`src/hdl/bucket_offset_table_top_macros.svh`:
```
// Assertion helpers for the bucket offset table.
`ifndef BUCKET_OFFSET_TABLE_TOP_MACROS_SVH
`define BUCKET_OFFSET_TABLE_TOP_MACROS_SVH

// Same-cycle implication, checked out of reset.
`define BOT_ASSERT_NOW(label, clk, rstn, ante, cons, msg) \
    label: assert property (@(posedge clk) disable iff (!(rstn)) (ante) |-> (cons)) \
        else $error(msg);

// Next-cycle implication, checked out of reset.
`define BOT_ASSERT_NEXT(label, clk, rstn, ante, cons, msg) \
    label: assert property (@(posedge clk) disable iff (!(rstn)) (ante) |=> (cons)) \
        else $error(msg);

`endif

```
`src/hdl/bot_pkg.sv`:
```
`default_nettype none

package bot_pkg;

    localparam int NUM_ROWS     = 1024;
    localparam int ROW_DEPTH    = 16;
    localparam int OFFSET_WIDTH = 32;

    localparam int ROW_FIELD_W = 10;
    localparam int OFS_FIELD_W = 32;

    localparam int ROW_W   = $clog2(NUM_ROWS);
    localparam int DEPTH_W = (ROW_DEPTH > 1) ? $clog2(ROW_DEPTH) : 1;
    localparam int FILL_W  = $clog2(ROW_DEPTH + 1);
    localparam int ENT_AW  = $clog2(NUM_ROWS * ROW_DEPTH);
    localparam int OFS_W   = (OFFSET_WIDTH < OFS_FIELD_W) ? OFFSET_WIDTH : OFS_FIELD_W;

    localparam logic FUNC_INSERT = 1'b0;
    localparam logic FUNC_REMOVE = 1'b1;

    localparam logic [1:0] STATUS_DONE      = 2'd0;
    localparam logic [1:0] STATUS_FULL      = 2'd1;
    localparam logic [1:0] STATUS_NOT_FOUND = 2'd2;

    typedef struct packed {
        logic                   func;
        logic [ROW_FIELD_W-1:0] row;
        logic [OFS_FIELD_W-1:0] offset;
    } bot_in_t;

    typedef struct packed {
        logic [1:0]        status;
        logic [FILL_W-1:0] fill_after;
    } bot_out_t;

    typedef enum logic [2:0] {
        ST_CLEAR,
        ST_IDLE,
        ST_FILL,
        ST_SCAN,
        ST_MOVE_RD,
        ST_MOVE_WR,
        ST_FINISH
    } bot_state_t;

    typedef struct packed {
        logic is_remove;
        logic row_full;
        logic row_empty;
        logic hit;
        logic scan_end;
        logic out_free;
    } bot_flags_t;

    typedef struct packed {
        bot_state_t       state;
        logic             in_ready;
        logic             clr_we;
        logic [ROW_W-1:0] clr_addr;
    } bot_ctrl_t;

    function automatic logic [ENT_AW-1:0] ent_addr(input logic [ROW_W-1:0] row,
                                                    input logic [DEPTH_W-1:0] idx);
        ent_addr = ENT_AW'(row) * ENT_AW'(ROW_DEPTH) + ENT_AW'(idx);
    endfunction

endpackage

`default_nettype wire

```
`src/hdl/bot_seq.sv`:
```
`default_nettype none

module bot_seq (
    input  wire logic               aclk,
    input  wire logic               aresetn,
    input  wire logic               s_valid,
    input  wire bot_pkg::bot_flags_t flags,
    output bot_pkg::bot_ctrl_t      ctrl
);
    import bot_pkg::*;

    bot_state_t       state_reg, state_next;
    logic [ROW_W-1:0] clr_addr_reg;

    always_ff @(posedge aclk) begin
        if (!aresetn) begin
            state_reg    <= ST_CLEAR;
            clr_addr_reg <= '0;
        end else begin
            state_reg <= state_next;
            if (state_reg == ST_CLEAR) begin
                clr_addr_reg <= clr_addr_reg + ROW_W'(1);
            end
        end
    end

    always_comb begin
        state_next = state_reg;
        unique case (state_reg)
            ST_CLEAR: begin
                if (clr_addr_reg == ROW_W'(NUM_ROWS - 1)) begin
                    state_next = ST_IDLE;
                end
            end
            ST_IDLE: begin
                if (s_valid) begin
                    state_next = ST_FILL;
                end
            end
            ST_FILL: begin
                if (flags.is_remove && !flags.row_empty) begin
                    state_next = ST_SCAN;
                end else begin
                    state_next = ST_FINISH;
                end
            end
            ST_SCAN: begin
                priority if (flags.hit) begin
                    state_next = ST_MOVE_RD;
                end else if (flags.scan_end) begin
                    state_next = ST_FINISH;
                end
            end
            ST_MOVE_RD: state_next = ST_MOVE_WR;
            ST_MOVE_WR: state_next = ST_FINISH;
            ST_FINISH: begin
                if (flags.out_free) begin
                    state_next = ST_IDLE;
                end
            end
            default: state_next = ST_CLEAR;
        endcase
    end

    always_comb begin
        ctrl.state    = state_reg;
        ctrl.in_ready = (state_reg == ST_IDLE);
        ctrl.clr_we   = (state_reg == ST_CLEAR);
        ctrl.clr_addr = clr_addr_reg;
    end

endmodule

`default_nettype wire

```
`config.mk`:
```
export PLATFORM = sky130hd
export DESIGN_NAME = bot_seq
export DESIGN_NICKNAME = d
export VERILOG_FILES = /design/src/hdl/bucket_offset_table_top_macros.svh /design/src/hdl/bot_pkg.sv /design/src/hdl/bot_seq.sv
export SDC_FILE = /design/constraint.sdc
export NUM_CORES = 1
export LEC_CHECK = 0
export ABC_AREA = 1
export BUFFER_PORTS_ARGS = -buffer_cell sky130_fd_sc_hd__buf_4
export CAP_MARGIN = 20
export CORE_ASPECT_RATIO = 0.9
export CORE_MARGIN = 2
export CORE_UTILIZATION = 40
export CTS_BUF_LIST = sky130_fd_sc_hd__clkbuf_16
export DETAILED_ROUTE_END_ITERATION = 6
export PLACE_DENSITY = 0.65
export SLEW_MARGIN = 25
export SYNTH_ARGS = -nofsm -noshare
export SYNTH_HDL_FRONTEND = slang
export SYNTH_SLANG_ARGS = --single-unit
```
`constraint.sdc`:
```
create_clock -name aclk -period 1.19 [get_ports aclk]
set_input_delay 0 -clock aclk [delete_from_list [all_inputs] [get_ports aclk]]
set_output_delay 0 -clock aclk [all_outputs]
set_load 0.005 [all_outputs]
```
# ---- Word-level counts from Yosys, hierarchy flattened
# Cells that the tools add are included.
dict set report op_classes {
  n_addsub 1
  n_eq_ne 11
  n_mux 7
  reduce_logical 4
}
# cell count
set ops {}
lappend ops {{$pmux 3 s7} 1}
lappend ops {{$mux 3} 6}
lappend ops {{$add 10x1->10 const B} 1}
lappend ops {{$eq 10x10->1 const B} 1}
lappend ops {{$eq 3x3->1 const B} 3}
lappend ops {{$eq 3x2->1 const B} 2}
lappend ops {{$ne 2x2->1 const B} 2}
lappend ops {{$reduce_and 4->1} 1}
lappend ops {{$eq 3x1->1 const B} 1}
lappend ops {{$logic_not 3->1} 1}
lappend ops {{$ne 3x3->1 const B} 1}
lappend ops {{$ne 2x1->1 const B} 1}
lappend ops {{$logic_and 1x1->1} 1}
lappend ops {{$logic_not 1->1} 1}
dict set report word_totals {
  regBits 13
  inputBits 9
  word_cells 25
}

# ---- Longest topological paths before layout
# Gate-level depths: netlist of the first run.
dict set report logic_depth {
  depth_word 4
  mapped_depth 8
  depth_no_buf 8
}

# ---- Worst setup path before layout of the first run
# Ideal clock, no wire load.
dict set report synth_timing {
  path_kind {reg-to-reg}
  start {register clr_addr_reg[0]}
  end {register state_reg[0]}
  setup_ps 115
  arrival_ps 1099
  required_ps 1075
  slack_ps -24
  stages_incl_launch_ff 9
  path_buffers 0
  period_less_slack_ps 1214
  cell_sequence {dfxtp_1 -> ha_1 -> nand3_1 -> nor2_1 -> nand2_1 -> nand2_4 -> nand3_1 -> nand2_1 -> nor2_1}
}
dict set report synth_between {
  elab_chain_len 3
}
# item line
set synth_lines {}
lappend synth_lines {{start, declared} bot_seq.sv:13} ;# logic [ROW_W-1:0] clr_addr_reg;
lappend synth_lines {{start signal, assigned} bot_seq.sv:22} ;# clr_addr_reg <= clr_addr_reg + ROW_W'(1);
lappend synth_lines {{$eq 10x10->1} bot_seq.sv:31} ;# if (clr_addr_reg == ROW_W'(NUM_ROWS - 1)) begin
lappend synth_lines {{$ne 2x1->1 (no source line)} n/a}
lappend synth_lines {{$reduce_and 4->1 (no source line)} n/a}
lappend synth_lines {{end signal, assigned} bot_seq.sv:20} ;# state_reg <= state_next;
lappend synth_lines {{end, declared} bot_seq.sv:12} ;# bot_state_t state_reg, state_next;
# Every way passes these cells.
# A chain may end at the register's enable or synchronous reset.

# ---- Final worst setup path of the first run
dict set report layout_timing {
  start {register state_reg[0]}
  end {register state_reg[2]}
}
dict set report layout_between {
  elab_chain_len 3
  elab_cells_between_ends 13
  classes_between {10 x eq/ne; 1 x mux; 2 x reduce/logical}
}
# item line
set layout_lines {}
lappend layout_lines {{$eq 3x2->1 (tied with other cells)} bot_seq.sv:29} ;# unique case (state_reg)
lappend layout_lines {{$ne 3x3->1 (no source line) (tied with other cells)} n/a}
lappend layout_lines {{$reduce_and 4->1 (no source line)} n/a}
# Several ways; a longest one is shown, not always the timed one.

==> flow_summary.ini, run 1 <==
[outcome]
outcome = finished clean

[route]
wl_per_cell_um = 11.08
ant_nets = 0
dr.pass1.iters = 4
drcViolationCount = 0
first_iter_violations = 13
wl_mm = 1.829
avgViaCountPerCell = 4.770
vias = 787

[clock_tree]
h-tree-depth = 1
path_clk_slew_ps = 40
insertion_delay_ps = 240
clock_sinks = 13
root_buffer = clkbuf_16
cts_tree = built
cts_buffer_depth = 2
cts_inserted_buffers = 3

[critical_path]
path_cells = buf_4 > buf_4 > nor2_2 > nand2_1 > nand2_1 > o21ai_1 > nand3_1 > a21oi_1
cpMaxStageDelayCell = dfxtp_4
required_ps = 1320
endpoint_kind = register
arrival_ps = 1280
critical_path_peak_fanout = 5
crit_family = flip-flops
criticalPathCategory = reg -> reg
timing.critical_path.buf_inv = 2
cpPeakStageDelay_ps = 360
cp-start-kind = register

[finish]
insertedDiodeCount = 0
num-fill-cells = 140
most-common-layout-cells = buf_4 (34), nand2_1 (20), nor2_1 (14)
mostFrequentLayoutCell = buf_4
largest_reg_flops = 10
final_layout_size_suffix_gt1_share_pct = 46.81
area_growth_pct = 62.50
nNetsFinal = 152
final_cells = 165

[job]
maxCapViolations = 0

[logic_synthesis]
synth_top_cell_area_share_pct = 36.62
netlist_top_cells_area = dfxtp_1 (37%), nand2_1 (12%), nor2_1 (8.5%), a21oi_1 (6.3%), inv_1 (5.8%)
yosysSeqAreaShare_pct = 36.62
syn_inst = 104
avgSynthCellArea_um2 = 6.833
synth_nets = 114
ys.warnings.count = 0
yosysTopAreaCell = dfxtp_1
syn-cell-area_um2 = 710.7
synth-seq-cells = 13
synth_cell_type_count = 20

[sta]
setup_viol = 0
worst_pin_slew_ps = 236.3
period_minus_slack_ps = 1159
post-route-period-util_pct = 97.36
rsz0062_at_grt = yes
max_freq_ghz = 0.8632
setup_tns_ps = 0
setup_ws_ps = 31.47
maxSlewViolCount = 0
hold_viol = 0
skew_ps = 1.529
slew-limit-headroom_pct = 84.20

[placed_design]
port_buffers = 22
routabilityCongestion = 0.7990
place_hpwl_mm = 1.279
numPlacedInstances = 158
dpl_worst_slack_ps = -33.60

[power]
p_leak_nw = 0.5353
p_sw_uw = 224.1
power_frac_clock_pct = 53.4
powerDensity_nw_per_um2 = 1003
power_switching_share_pct = 19.34
vdd_ir_drop_max_mv = 0.9286
internal_power_uw = 934.4
p_total_mw = 1.159
seqPwrFrac_pct = 39.2
combPwrFrac_pct = 7.4

[die]
io_pins = 24
num_rows = 14
start_util_pct = 42.71
die_h_um = 43.99
core_area_um2 = 1664
die_w_um = 48.43
dieArea_um2 = 2130

[global_route]
grt_first_pass_wirelength_mm = 2.904
grt.total_usage_pct = 18.22
grt_start_max_net_pins = 10
grt_pass1_vias = 685
antenna_found_initial = 0
grt_overflow_total = 0

[worst_hold_path]
hold_class = in -> reg
==> metal layers <==
metal	wire, µm	track usage (%)	vias to the layer above	part of all wire [%]
li1	-	-	410	-
met1	871	23.77	362	48
met2	875	28.61	13	48
met3	68	5.172	2	3.7
met4	13	8.000	0	0.71
met5	0	0	-	0
==> metrics by stage <==
step | hold slack (ps) | cell area, µm² | utilization, %
floorplan | 199.0 | 716.9 | -
global placement | 296.7 | 975.9 | 58.65
detailed placement | 302.2 | 975.9 | 58.65
global route | 47.10 | 1155 | 69.40
CTS | 43.12 | 1109 | 66.62
finish | 44.08 | 1155 | 69.40
==> area by class of cell <==
cell class | count | area (µm²) | share of cell area [%]
clock buffers | 3 | 75.07 | 6.501
clock inverters | 1 | 3.754 | 0.3250
inverters | 13 | 48.80 | 4.225
multi-input cells | 77 | 466.7 | 40.41
flip-flops and latches | 13 | 275.3 | 23.84
well taps | 24 | 30.03 | 2.600
repair buffers | 34 | 255.2 | 22.10
==> worst paths after layout <==
path                    from  cells past startpoint  slack (ps)               to
min                  aresetn                      3          40     state_reg[0]
max             state_reg[0]                      8          30     state_reg[2]
max reg2reg     state_reg[0]                      8          30     state_reg[2]
min reg2reg  clr_addr_reg[3]                      1         490  clr_addr_reg[3]
==> power groups by stage <==
stage	Combinational (mW)	Sequential, mW	Clock [mW]
finish	0.0853	0.454	0.619
global route	0.0920	0.454	0.664
CTS	0.0818	0.452	0.633
detailed placement	0.0753	0.460	0
global placement	0.0729	0.460	0
floorplan	0.0237	0.463	0
==> worst min-delay path: cells and delay by family <==
kind,cells,cell delay [ps]
AND/OR/NAND/NOR,2,100
buffers and inverters,1,150
==> cells by family after synthesis <==
family,Yosys count,synth area share (%)
AO/OA/AOI/OAI,16,11.62
XOR/XNOR,1,1.233
adder cells (fa/ha/maj),1,1.760
buffers and inverters,14,7.394
flip-flops,13,36.62
AND/OR/NAND/NOR,59,41.37
==> synth_stat cells, drive strengths merged <==
master and number:
nand2 24, nor2 22, dfxtp 13, inv 13
a21oi 9, nand3 8, o21ai 6, nand4 2
nor3 2, a211oi 1, clkbuf 1, ha 1
nor3b 1, xor2 1
==> repair_timing <==
action / 4_1_cts / 5_1_grt
buffers inserted: 2 / 1
endpoints found under the setup margin: 6 / 7
hold buffers: 0 / 0
gates cloned: 0 / 0
pin swaps: 4 / 10
resized for setup: 11 / 13
(Power assumes the default switching activity.)
==> inputs of run 2 (changes only) <==
--- a/config.mk
+++ b/config.mk
@@ -13,7 +13,7 @@
 export CORE_UTILIZATION = 40
 export CTS_BUF_LIST = sky130_fd_sc_hd__clkbuf_16
 export DETAILED_ROUTE_END_ITERATION = 6
-export PLACE_DENSITY = 0.65
+export PLACE_DENSITY = 0.63
 export SLEW_MARGIN = 25
 export SYNTH_ARGS = -nofsm -noshare
 export SYNTH_HDL_FRONTEND = slang
==> constraint.sdc (replaced) <==
create_clock -name aclk -period 1.35 [get_ports aclk]
set_input_delay 0 -clock aclk [delete_from_list [all_inputs] [get_ports aclk]]
set_output_delay 0 -clock aclk [all_outputs]
set_load 0.005 [all_outputs]
==> run 2 against run 1 <==
Setup slack better by 71 ps. Critical path depth unchanged. Clock power down 10%. Combinational power down 33%. Critical path type unchanged. Routed wire length down 13%. Register-to-register slack better by 70 ps. Clock skew up 1.1 ps. Largest power group unchanged.
==> flow_summary.ini, run 2 (synthesis gave the netlist of run 1 again) <==
[die]
die_h_um = 43.99
dieArea_um2 = 2130
start_util_pct = 42.71
core_area_um2 = 1664
num_rows = 14
die_w_um = 48.43
io_pins = 24

[route]
wl_mm = 1.589
top_layer = met4
dr_wl_met3_um = 77
met2_length_um = 704
dr.pass1.iters = 4
ant_nets = 0
avgViaCountPerCell = 4.735
first_iter_violations = 8
wl_per_cell_um = 10.25
met1_length_um = 795
drcViolationCount = 0
vias = 734

[clock_tree]
cts_tree = built
clock_sinks = 13
h-tree-depth = 1
insertion_delay_ps = 240
root_buffer = clkbuf_16
cts_inserted_buffers = 3
path_clk_slew_ps = 50
hold_buffers = 0
cts_buffer_depth = 2
cts_setup_buffers = 0
ctsResizeCount = 0

[critical_path]
critical_path_peak_fanout = 5
r2r_start = clr_addr_reg[1]
ff2ff_path_depth = 8
r2r-end = state_reg[1]
criticalPathCategory = reg -> reg
endpoint_kind = register
rrSetupSlack_ps = 100
required_ps = 1480
arrival_ps = 1380
cp-start-kind = register

[sta]
maxSlewViolCount = 0
slew-limit-headroom_pct = 80.57
worst_pin_slew_ps = 289.2
post-route-period-util_pct = 92.39
rsz0062_at_grt = no
skew_ps = 2.661
hold_viol = 0
max_freq_ghz = 0.8018
setup_tns_ps = 0
setup_viol = 0
period_minus_slack_ps = 1247

[placed_design]
routabilityCongestion = 0.7877
port_buffers = 22
place_hpwl_mm = 1.195

[global_route]
grt_first_pass_wirelength_mm = 2.615
grt.total_usage_pct = 16.20
antenna_found_initial = 0
grt_overflow_total = 0
grt_start_max_net_pins = 10
grt_pass1_vias = 630

[finish]
area_growth_pct = 41.55
most-common-layout-cells = buf_4 (24), nand2_1 (22), nor2_1 (16)
largest_reg_flops = 10
mostFrequentLayoutCell = buf_4
insertedDiodeCount = 0
final_layout_size_suffix_gt1_share_pct = 32.82
nNetsFinal = 142

[worst_hold_path]
hold_depth = 3
hold_class = in -> reg
hp-start = aresetn
hold_end = clr_addr_reg[8]

[power]
p_total_mw = 1.014
powerDensity_nw_per_um2 = 1008
p_sw_uw = 195.6
p_leak_nw = 0.4712
seqPwrFrac_pct = 39.6
internal_power_uw = 818.0
power_frac_clock_pct = 54.8
combPwrFrac_pct = 5.7
vdd_ir_drop_max_mv = 1.001
power_switching_share_pct = 19.30

[job]
maxCapViolations = 0

[outcome]
outcome = finished clean
run 2: metal layers:
metal	vias to the layer above	track usage (%)
met4	0	6.857
li1	388	-
met5	-	0
met3	2	4.828
met2	14	25.56
met1	330	21.03
run 2: through the flow:
stage,cells,worst slack [ps],utilization (%),hold WS (ps),instance area [µm²]
2_1_floorplan,104,136.4,-,199.0,710.7
3_3_place_gp,151,112.3,55.11,296.5,917.1
3_5_place_dp,151,77.22,55.11,301.9,917.1
4_1_cts,155,23.01,59.85,49.90,996.0
5_1_grt,155,6.942,60.45,56.44,1006
6_report,155,102.8,60.45,47.91,1006
run 2: critical path, cell delays in order, from the launching register on:
cell and delay [ps]:
dfxtp_2 340, ha_2 190, nand3_2 110, nor2_1 130
nand2_1 100, nand2_4 90, nand3_1 70, nand2_1 70
nor2_1 40
run 2: final cells by class:
type / count / area, µm²
Sequential cell: 13 / 262.8
Fill cell: 178 / 658.1
Tap cell: 24 / 30.03
Timing Repair Buffer: 24 / 180.2
Clock inverter: 1 / 3.754
Multi-Input combinational cell: 77 / 405.4
Inverter: 13 / 48.80
Clock buffer: 3 / 75.07
run 2: worst max-delay path by stage:
| stage | endpoint | from |
|---|---|---|
| after floorplan | state_reg[0] | clr_addr_reg[0] |
| after global placement | state_reg[1] | clr_addr_reg[1] |
| after detailed placement | state_reg[1] | clr_addr_reg[1] |
| after CTS | state_reg[1] | clr_addr_reg[1] |
| after global routing | state_reg[1] | clr_addr_reg[1] |
| final | state_reg[1] | clr_addr_reg[1] |
run 2: power groups by stage:
stage | Combinational (mW) | Clock [mW] | Sequential [mW]
6_report | 0.0574 | 0.555 | 0.401
5_1_grt | 0.0650 | 0.594 | 0.401
4_1_cts | 0.0573 | 0.562 | 0.399
3_5_place_dp | 0.0566 | 0 | 0.407
3_3_place_gp | 0.0549 | 0 | 0.406
2_1_floorplan | 0.0204 | 0 | 0.407
